[src/rtl/ddo_pkg.sv]
`default_nettype none
package ddo_pkg;

  localparam int unsigned CfgIdxW   = 1;
  localparam int unsigned CfgDataW  = 24;
  localparam int unsigned CntPortW  = 32;
  localparam int unsigned CmW       = 16;
  localparam int unsigned ApcW      = 24;
  localparam int unsigned PosW      = 32;
  localparam int unsigned HeadW     = 16;
  localparam int unsigned TravW     = 40;
  localparam int unsigned MulAW     = 41;
  localparam int unsigned MulBW     = 26;
  localparam int unsigned MulPW     = MulAW + MulBW;
  localparam int unsigned SumW      = 46;
  localparam int unsigned CordW     = 34;
  localparam int unsigned TrigW     = 26;
  localparam int unsigned StepW     = 5;
  localparam int unsigned AngW      = 32;

  localparam int unsigned DefCordicSteps = 16;
  localparam int unsigned DefCountBits   = 32;

  localparam logic [CfgIdxW-1:0] REG_CM_PER_COUNT = 1'b0;
  localparam logic [CfgIdxW-1:0] REG_ANGLE_PER_CM = 1'b1;

  localparam logic [CmW-1:0]  CM_RESET  = 16'd655;
  localparam logic [ApcW-1:0] APC_RESET = 24'd267008;

  localparam logic signed [CordW-1:0] CORDIC_GAIN = 34'sd652032874;
  localparam logic signed [HeadW-1:0] QUARTER_POS = 16'sd16384;
  localparam logic signed [HeadW-1:0] QUARTER_NEG = -16'sd16384;

  typedef struct packed {
    logic busy;
    logic done;
  } cordic_stat_t;

  function automatic logic [AngW-1:0] atan_lookup(input logic [StepW-1:0] idx);
    logic [AngW-1:0] v;
    case (idx)
      5'd0:  v = 32'h20000000;
      5'd1:  v = 32'h12E4051E;
      5'd2:  v = 32'h09FB385B;
      5'd3:  v = 32'h051111D4;
      5'd4:  v = 32'h028B0D43;
      5'd5:  v = 32'h0145D7E1;
      5'd6:  v = 32'h00A2F61E;
      5'd7:  v = 32'h00517C55;
      5'd8:  v = 32'h0028BE53;
      5'd9:  v = 32'h00145F2F;
      5'd10: v = 32'h000A2F98;
      5'd11: v = 32'h000517CC;
      5'd12: v = 32'h00028BE6;
      5'd13: v = 32'h000145F3;
      5'd14: v = 32'h0000A2FA;
      5'd15: v = 32'h0000517D;
      5'd16: v = 32'h000028BE;
      5'd17: v = 32'h0000145F;
      5'd18: v = 32'h00000A30;
      5'd19: v = 32'h00000518;
      5'd20: v = 32'h0000028C;
      5'd21: v = 32'h00000146;
      5'd22: v = 32'h000000A3;
      5'd23: v = 32'h00000051;
      default: v = '0;
    endcase
    return v;
  endfunction

  function automatic logic signed [PosW-1:0] sat_pos(input logic signed [SumW-1:0] v);
    logic signed [SumW-1:0] hi;
    logic signed [SumW-1:0] lo;
    logic signed [PosW-1:0] r;
    hi = SumW'(signed'({1'b0, {(PosW-1){1'b1}}}));
    lo = -hi - SumW'(1);
    if (v > hi) r = {1'b0, {(PosW-1){1'b1}}};
    else if (v < lo) r = {1'b1, {(PosW-1){1'b0}}};
    else r = v[PosW-1:0];
    return r;
  endfunction

endpackage
`default_nettype wire

[src/rtl/ddo_mul.sv]
`default_nettype none
module ddo_mul (
  input  wire logic                                clk_i,
  input  wire logic                                en_i,
  input  wire logic signed [ddo_pkg::MulAW-1:0]    a_i,
  input  wire logic signed [ddo_pkg::MulBW-1:0]    b_i,
  output logic signed [ddo_pkg::MulPW-1:0]         p_o
);
  import ddo_pkg::*;

  logic signed [MulPW-1:0] p_q;

  // hold the product until the next operand pair is issued
  always_ff @(posedge clk_i) begin
    if (en_i) begin
      p_q <= MulPW'(a_i) * MulPW'(b_i);
    end
  end

  assign p_o = p_q;
endmodule
`default_nettype wire

[src/rtl/ddo_cordic.sv]
`default_nettype none
module ddo_cordic #(
  parameter int unsigned CORDIC_STEPS = ddo_pkg::DefCordicSteps
) (
  input  wire logic                              clk_i,
  input  wire logic                              rst_ni,
  input  wire logic                              start_i,
  input  wire logic [ddo_pkg::HeadW-1:0]         heading_i,
  output ddo_pkg::cordic_stat_t                  stat_o,
  output logic signed [ddo_pkg::TrigW-1:0]       cos_o,
  output logic signed [ddo_pkg::TrigW-1:0]       sin_o
);
  import ddo_pkg::*;

  logic                    busy_q, done_q, flip_q;
  logic [StepW-1:0]        cnt_q;
  logic signed [CordW-1:0] x_q, y_q, z_q;
  logic signed [CordW-1:0] xs, ys, at, xo, yo;
  logic signed [HeadW-1:0] hs;
  logic [AngW-1:0]         z0;
  logic                    flip0;

  assign hs    = signed'(heading_i);
  assign flip0 = (hs > QUARTER_POS) || (hs < QUARTER_NEG);
  // a half turn on the binary angle is just the top bit
  assign z0    = {heading_i[HeadW-1] ^ flip0, heading_i[HeadW-2:0], {(AngW-HeadW){1'b0}}};

  assign xs = x_q >>> cnt_q;
  assign ys = y_q >>> cnt_q;
  assign at = CordW'(atan_lookup(cnt_q));

  always_ff @(posedge clk_i or negedge rst_ni) begin
    if (!rst_ni) begin
      busy_q <= 1'b0;
      done_q <= 1'b0;
      flip_q <= 1'b0;
      cnt_q  <= '0;
    end else begin
      done_q <= 1'b0;
      if (start_i) begin
        busy_q <= 1'b1;
        flip_q <= flip0;
        cnt_q  <= '0;
      end else if (busy_q) begin
        if (cnt_q == StepW'(CORDIC_STEPS - 1)) begin
          busy_q <= 1'b0;
          done_q <= 1'b1;
        end else begin
          cnt_q <= cnt_q + StepW'(1);
        end
      end
    end
  end

  always_ff @(posedge clk_i) begin
    if (start_i) begin
      x_q <= CORDIC_GAIN;
      y_q <= '0;
      z_q <= CordW'(signed'(z0));
    end else if (busy_q) begin
      if (!z_q[CordW-1]) begin
        x_q <= x_q - ys;
        y_q <= y_q + xs;
        z_q <= z_q - at;
      end else begin
        x_q <= x_q + ys;
        y_q <= y_q - xs;
        z_q <= z_q + at;
      end
    end
  end

  assign xo = flip_q ? -x_q : x_q;
  assign yo = flip_q ? -y_q : y_q;
  assign cos_o = xo[CordW-1:CordW-TrigW];
  assign sin_o = yo[CordW-1:CordW-TrigW];

  assign stat_o.busy = busy_q;
  assign stat_o.done = done_q;

  a_done_ends: assert property (@(posedge clk_i) disable iff (!rst_ni)
    done_q |-> !busy_q) else $error("cordic done while busy");
  a_done_after_busy: assert property (@(posedge clk_i) disable iff (!rst_ni)
    $rose(done_q) |-> $past(busy_q)) else $error("cordic done without run");
  a_start_busy: assert property (@(posedge clk_i) disable iff (!rst_ni)
    start_i |=> busy_q) else $error("cordic failed to start");
endmodule
`default_nettype wire

[src/rtl/differential_drive_odometry_top.sv]
// An accepted update runs through S_ML, S_MR, S_MD, S_WAIT (until the CORDIC is done),
//   S_MC, S_FIN and S_PUB to a valid pose; a restart goes from S_IDLE straight to S_PUB.
// A new update or restart is taken only in S_IDLE, after the last one is published; the
//   iterative CORDIC and the single shared multiplier set the update rate.
// Reset clears pose, encoder baseline and handshakes and reloads both config
//   registers with their defaults.
`default_nettype none
module differential_drive_odometry_top #(
  parameter int unsigned CORDIC_STEPS = ddo_pkg::DefCordicSteps,
  parameter int unsigned COUNT_BITS   = ddo_pkg::DefCountBits
) (
  input  wire logic                             clk_i,
  input  wire logic                             rst_ni,
  input  wire logic                             cfg_we_i,
  input  wire logic [ddo_pkg::CfgIdxW-1:0]      cfg_idx_i,
  input  wire logic [ddo_pkg::CfgDataW-1:0]     cfg_wdata_i,
  input  wire logic                             in_valid_i,
  output logic                                  in_ready_o,
  input  wire logic                             kind_i,
  input  wire logic [ddo_pkg::CntPortW-1:0]     left_count_i,
  input  wire logic [ddo_pkg::CntPortW-1:0]     right_count_i,
  output logic                                  out_valid_o,
  input  wire logic                             out_ready_i,
  output logic signed [ddo_pkg::PosW-1:0]       x_pos_o,
  output logic signed [ddo_pkg::PosW-1:0]       y_pos_o,
  output logic signed [ddo_pkg::HeadW-1:0]      heading_o
);
  import ddo_pkg::*;

  typedef enum logic [3:0] {
    S_IDLE, S_ML, S_MR, S_MD, S_WAIT, S_MC, S_FIN, S_PUB
  } state_e;

  state_e                  state_q;
  logic [CmW-1:0]          cm_q;
  logic [ApcW-1:0]         apc_q;
  logic [COUNT_BITS-1:0]   prev_l_q, prev_r_q, dl_q, dr_q;
  logic signed [TravW-1:0] tl_q, dist_q;
  logic signed [PosW-1:0]  pose_x_q, pose_y_q;
  logic [HeadW-1:0]        pose_h_q;
  logic                    out_valid_q;
  logic signed [PosW-1:0]  x_out_q, y_out_q;
  logic [HeadW-1:0]        h_out_q;

  logic                    accept, start_cordic, mul_en;
  logic signed [MulAW-1:0] mul_a;
  logic signed [MulBW-1:0] mul_b;
  logic signed [MulPW-1:0] prod;
  logic signed [TravW-1:0] trav, tr_w;
  logic signed [MulAW-1:0] tsum, tdiff;
  logic signed [SumW-1:0]  step_ext;
  logic signed [TrigW-1:0] cos_w, sin_w;
  cordic_stat_t            cstat;
  logic [COUNT_BITS-1:0]   l_w, r_w;

  assign accept       = in_valid_i && in_ready_o;
  assign start_cordic = accept && !kind_i;
  assign l_w          = left_count_i[COUNT_BITS-1:0];
  assign r_w          = right_count_i[COUNT_BITS-1:0];

  assign trav  = prod[TravW+7:8];
  assign tr_w  = trav;
  assign tsum  = MulAW'(tl_q) + MulAW'(tr_w);
  assign tdiff = MulAW'(tl_q) - MulAW'(tr_w);
  assign step_ext = SumW'(signed'(prod[MulPW-1:22]));

  always_comb begin
    mul_en = 1'b0;
    mul_a  = '0;
    mul_b  = '0;
    case (state_q)
      S_ML: begin
        mul_en = 1'b1;
        mul_a  = MulAW'(signed'(dl_q));
        mul_b  = MulBW'(signed'({1'b0, cm_q}));
      end
      S_MR: begin
        mul_en = 1'b1;
        mul_a  = MulAW'(signed'(dr_q));
        mul_b  = MulBW'(signed'({1'b0, cm_q}));
      end
      S_MD: begin
        mul_en = 1'b1;
        mul_a  = tdiff;
        mul_b  = MulBW'(signed'({1'b0, apc_q}));
      end
      S_WAIT: begin
        mul_en = !cstat.busy;
        mul_a  = MulAW'(dist_q);
        mul_b  = sin_w;
      end
      S_MC: begin
        mul_en = 1'b1;
        mul_a  = MulAW'(dist_q);
        mul_b  = cos_w;
      end
      default: begin
        mul_en = 1'b0;
      end
    endcase
  end

  ddo_mul u_mul (
    .clk_i (clk_i),
    .en_i  (mul_en),
    .a_i   (mul_a),
    .b_i   (mul_b),
    .p_o   (prod)
  );

  ddo_cordic #(
    .CORDIC_STEPS (CORDIC_STEPS)
  ) u_cordic (
    .clk_i     (clk_i),
    .rst_ni    (rst_ni),
    .start_i   (start_cordic),
    .heading_i (pose_h_q),
    .stat_o    (cstat),
    .cos_o     (cos_w),
    .sin_o     (sin_w)
  );

  always_ff @(posedge clk_i or negedge rst_ni) begin
    if (!rst_ni) begin
      state_q     <= S_IDLE;
      cm_q        <= CM_RESET;
      apc_q       <= APC_RESET;
      prev_l_q    <= '0;
      prev_r_q    <= '0;
      pose_x_q    <= '0;
      pose_y_q    <= '0;
      pose_h_q    <= '0;
      out_valid_q <= 1'b0;
    end else begin
      if (cfg_we_i) begin
        if (cfg_idx_i == REG_CM_PER_COUNT) cm_q <= cfg_wdata_i[CmW-1:0];
        if (cfg_idx_i == REG_ANGLE_PER_CM) apc_q <= cfg_wdata_i[ApcW-1:0];
      end
      if (out_valid_q && out_ready_i && state_q != S_PUB) out_valid_q <= 1'b0;
      case (state_q)
        S_IDLE: begin
          if (accept) begin
            prev_l_q <= l_w;
            prev_r_q <= r_w;
            if (kind_i) begin
              pose_x_q <= '0;
              pose_y_q <= '0;
              pose_h_q <= '0;
              state_q  <= S_PUB;
            end else begin
              state_q <= S_ML;
            end
          end
        end
        S_ML:  state_q <= S_MR;
        S_MR:  state_q <= S_MD;
        S_MD:  state_q <= S_WAIT;
        S_WAIT: begin
          // heading product waits in the multiplier until the CORDIC is through
          if (!cstat.busy) begin
            pose_h_q <= pose_h_q + prod[31:16];
            state_q  <= S_MC;
          end
        end
        S_MC: begin
          pose_x_q <= sat_pos(SumW'(pose_x_q) + step_ext);
          state_q  <= S_FIN;
        end
        S_FIN: begin
          pose_y_q <= sat_pos(SumW'(pose_y_q) + step_ext);
          state_q  <= S_PUB;
        end
        S_PUB: begin
          if (!out_valid_q || out_ready_i) begin
            out_valid_q <= 1'b1;
            state_q     <= S_IDLE;
          end
        end
        default: state_q <= S_IDLE;
      endcase
    end
  end

  always_ff @(posedge clk_i) begin
    if (accept) begin
      dl_q <= l_w - prev_l_q;
      dr_q <= r_w - prev_r_q;
    end
    if (state_q == S_MR) tl_q <= trav;
    if (state_q == S_MD) dist_q <= tsum[TravW:1];
    if (state_q == S_PUB && (!out_valid_q || out_ready_i)) begin
      x_out_q <= pose_x_q;
      y_out_q <= pose_y_q;
      h_out_q <= pose_h_q;
    end
  end

  assign in_ready_o  = (state_q == S_IDLE);
  assign out_valid_o = out_valid_q;
  assign x_pos_o     = x_out_q;
  assign y_pos_o     = y_out_q;
  assign heading_o   = signed'(h_out_q);

  a_restart_zero: assert property (@(posedge clk_i) disable iff (!rst_ni)
    accept && kind_i |=> pose_x_q == '0 && pose_y_q == '0 && pose_h_q == '0)
    else $error("restart did not clear pose");
  a_idle_cordic: assert property (@(posedge clk_i) disable iff (!rst_ni)
    in_ready_o |-> !cstat.busy) else $error("ready while cordic runs");
  a_pub_valid: assert property (@(posedge clk_i) disable iff (!rst_ni)
    state_q == S_PUB && (!out_valid_q || out_ready_i) |=> out_valid_q)
    else $error("result not published");
endmodule
`default_nettype wire

[config.mk]
export PLATFORM = sky130hd
export DESIGN_NAME = differential_drive_odometry_top
export DESIGN_NICKNAME = d
export VERILOG_FILES = /design/src/rtl/ddo_pkg.sv /design/src/rtl/ddo_mul.sv /design/src/rtl/ddo_cordic.sv /design/src/rtl/differential_drive_odometry_top.sv
export SDC_FILE = /design/constraint.sdc
export NUM_CORES = 2
export LEC_CHECK = 0
export BUFFER_PORTS_ARGS = -buffer_cell sky130_fd_sc_hd__clkbuf_2
export CAP_MARGIN = 20
export CORE_ASPECT_RATIO = 0.9
export CORE_MARGIN = 3
export CORE_UTILIZATION = 30
export DETAILED_ROUTE_END_ITERATION = 10
export SLEW_MARGIN = 40
export SYNTH_ARGS = -nofsm -noshare
export SYNTH_HDL_FRONTEND = slang
export SYNTH_SLANG_ARGS = --single-unit
[constraint.sdc]
create_clock -name clk_i -period 11 [get_ports clk_i]
set_input_delay 0.55 -clock clk_i [delete_from_list [all_inputs] [get_ports clk_i]]
set_output_delay 0.55 -clock clk_i [all_outputs]
set_load 0.03 [all_outputs]
==> reports/qor.yml <==
outcome:
  status: "complete, no violations"
synth:
  synthDistinctLibCells: 101
  ys_seq_elements: 580
  synth_cells: 9081
  synth_edf_count: 301
  synth_seq_area_share_pct: 19.2
  synthFlopType: "edfxtp_1"
  netlist_area_mm2: 0.0814
  async_flop_share_pct: 33.6
  syn_nets: 10800
  syn_avg_cell_area_um2: 8.96
  yosysWarningCount: 0
detailed_routing:
  wl_per_cell_um: 20.7
  dr.first_iter.drc_count: 5880
  ant_nets: 0
  dr.max_layer_used: "met4"
  drt-pass1-iter-count: 6
  drc: 0
  dr_wl_met2_mm: 118
  met3WireLength_mm: 21.4
  drt_wl_total_mm: 266
  met1_length_mm: 117
  vias: 66000
  viasPerCell: 5.13
timing:
  fin_skew_ps: 71.2
  maxSlewHeadroom_pct: 29.7
  period_minus_slack_ps: 10630
  finalHoldViolations: 0
  tightest_slew_ps: 1050
  fin_crit_sh_pct: 96.6
  slew_violations: 0
  worst_slack_ps: 371
  max_freq_mhz: 94.1
  finalSetupViolCount: 0
  rsz0062_at_grt: "yes"
cts:
  clkSinkCount: 580
  h-tree-depth: 2
  path_clk_slew_ps: 60
  clock_path_buffers: 3
  cts_tree: "built"
  numCtsBuffers: 61
  clkLatencyLatePin_ps: 740
  clock-root-buffer: "clkbuf_16"
layout:
  fillers: 27800
  synthToLayoutAreaGrowth_pct: 11.5
  fin_cells: 12900
  layout-drive-gt1-share_pct: 10.4
  final_cell_area_mm2: 0.0907
  layout_commonest_cell: "inv_1"
  nNetsFinal: 11000
  final_cell_mix: "inv_1 (1393), fa_1 (1080), nand2_1 (1062), nor2_1 (825), ha_1 (527)"
floorplan:
  die_area_mm2: 0.278
  core.rowCount: 180
  core_mm2: 0.268
  initial_utilization_pct: 30.3
  io_pins: 177
  chipWidth_um: 555
  die_h_um: 500
grt:
  grt_antenna_before_repair: 8
  grt-ovfl-total: 0
  grt_usage_pct: 18.9
  grt_pass1_vias: 65100
  grt_pass1_wl_mm: 407
  grt_max_degree: 107
critical_path:
  crit_family: "adder cells"
  critical_path.max_fanout: 16
  start_kind: "register"
  cpMaxStageDelayCell: "fa_1"
  worstPathRequired_ps: 11460
  crit_path_end_kind: "register"
  critPathMaxStageDelay_ps: 590
  worst-path-buf-inv: 6
  worstSetupPathType: "register to register"
  cp_common_cell: "fa_1"
  worstPathArrival_ps: 11090
  reg2reg_setup_slack_ps: 370
hold_path:
  min_path_type: "input port to register"
placed_design:
  postPlaceCellArea_mm2: 0.0883
  dp.cells: 12700
  dp.final_hpwl_mm: 215
  port-buffer-count: 176
  gp_congestion: 0.973
  dp_slack_ps: -38.2
flow_run:
  maxCapViolCount: 0
-- metrics by stage --
stage	hold WS (ps)	util [%]	setup TNS, ps
6_report	56.8	33.8	0
5_1_grt	34.6	33.8	-37.9
4_1_cts	2.34	33.7	0
3_5_place_dp	479	32.9	-38.2
3_3_place_gp	469	32.9	0
2_1_floorplan	254	-	0
-- flip-flops by register name, indices dropped and copies added, names as in the netlist, 3 cells and up --
name,flops
u_cordic.y_q,34
heading_o,16
tl_q,40
u_cordic.x_q,34
cm_q,16
dr_q,32
state_q,3
u_cordic.z_q,34
u_cordic.cnt_q,5
u_mul.p_o,59
pose_h_q,16
pose_y_q,32
apc_q,24
dl_q,32
prev_l_q,32
dist_q,40
y_pos_o,32
pose_x_q,32
prev_r_q,32
x_pos_o,32
-- layer usage --
| layer | vias to the layer above | GRT usage, % |
|---|---|---|
| met5 | - | 0 |
| met4 | 0 | 6.00 |
| met3 | 410 | 3.42 |
| met2 | 2446 | 29.6 |
| met1 | 32900 | 26.5 |
| li1 | 30300 | - |
-- synth_stat cells (26+ instances only) --
| cell | n | area (um2) |
|---|---|---|
| buf_1 | 40 | 150 |
| nor2_1 | 835 | 3130 |
| nor3_1 | 92 | 460 |
| clkbuf_1 | 371 | 1390 |
| o211ai_1 | 63 | 473 |
| xnor2_1 | 308 | 2700 |
| a211oi_1 | 59 | 443 |
| o31ai_1 | 35 | 263 |
| and3_1 | 34 | 213 |
| nor2b_1 | 90 | 563 |
| nor4_1 | 26 | 163 |
| a21oi_1 | 455 | 2280 |
| a21o_1 | 183 | 1370 |
| nand2b_1 | 74 | 463 |
| o21ai_0 | 355 | 1780 |
| inv_1 | 1395 | 5240 |
| dfrtp_1 | 185 | 4630 |
| edfxtp_1 | 301 | 9040 |
| buf_2 | 31 | 155 |
| xor2_1 | 193 | 1690 |
| mux4_2 | 78 | 1760 |
| a22oi_1 | 52 | 390 |
| and2_1 | 69 | 432 |
| o21a_1 | 60 | 450 |
| nand2_1 | 1062 | 3990 |
| fa_1 | 1080 | 21600 |
| or3_1 | 34 | 213 |
| mux2_2 | 72 | 811 |
| a221oi_1 | 31 | 272 |
| a31oi_1 | 68 | 425 |
| a221o_1 | 71 | 711 |
| dfxtp_1 | 84 | 1680 |
| o22ai_1 | 29 | 181 |
| ha_1 | 527 | 6590 |
| nand4_1 | 51 | 319 |
| nand3_1 | 78 | 390 |
| o21bai_1 | 76 | 571 |
| mux2i_1 | 88 | 881 |
-- final timing paths --
check	start	end	cells after the start
max	u_cordic.y_q[3]$_SDFFE_PP0P_	u_mul.p_o[66]$_DFFE_PP_	37
min reg2reg	u_mul.p_o[13]$_DFFE_PP_	tl_q[5]$_DFFE_PN_	0
max in group asynchronous	rst_ni	cm_q[8]$_DFFE_PN0P_	3
min	cfg_wdata_i[23]	apc_q[23]$_DFFE_PN0P_	2
max reg2reg	u_cordic.y_q[3]$_SDFFE_PP0P_	u_mul.p_o[66]$_DFFE_PP_	37
min in group asynchronous	rst_ni	prev_r_q[17]$_DFFE_PN0P_	2
-- cells by family (layout without fill, tap and decap cells) --
group / after synthesis / in the layout / share of synthesized area, %
AO/OA/AOI/OAI: 1753 / 1753 / 14.1
XOR/XNOR: 501 / 501 / 5.39
adder cells (fa/ha/maj): 1608 / 1608 / 34.7
buffers and inverters: 1853 / 2087 / 8.66
flip-flops: 580 / 580 / 19.2
multiplexers: 242 / 242 / 4.31
other: 0 / 6 / 0
AND/OR/NAND/NOR: 2544 / 2544 / 13.7
-- final cells by class --
class	count	area [um2]	share of cell area, %
Tap cell	3549	4440	4.89
Inverter	1403	5270	5.81
Timing Repair Buffer	568	4050	4.46
Clock buffer	71	1610	1.77
Multi-Input combinational cell	6648	59200	65.3
Clock inverter	45	517	0.569
Sequential cell	580	15600	17.2
Antenna cell	6	15.0	0.0165
-- timing repair --
item,CTS,global route
hold buffers,2,0
hold endpoints to repair,88,0
pin swaps,1,12
buffers inserted,0,5
endpoints found under the setup margin,2,19
gates resized for setup,3,29
Power is not shown: default switching activity piles up to over one toggle a cycle in this logic, so the estimate is an artifact.
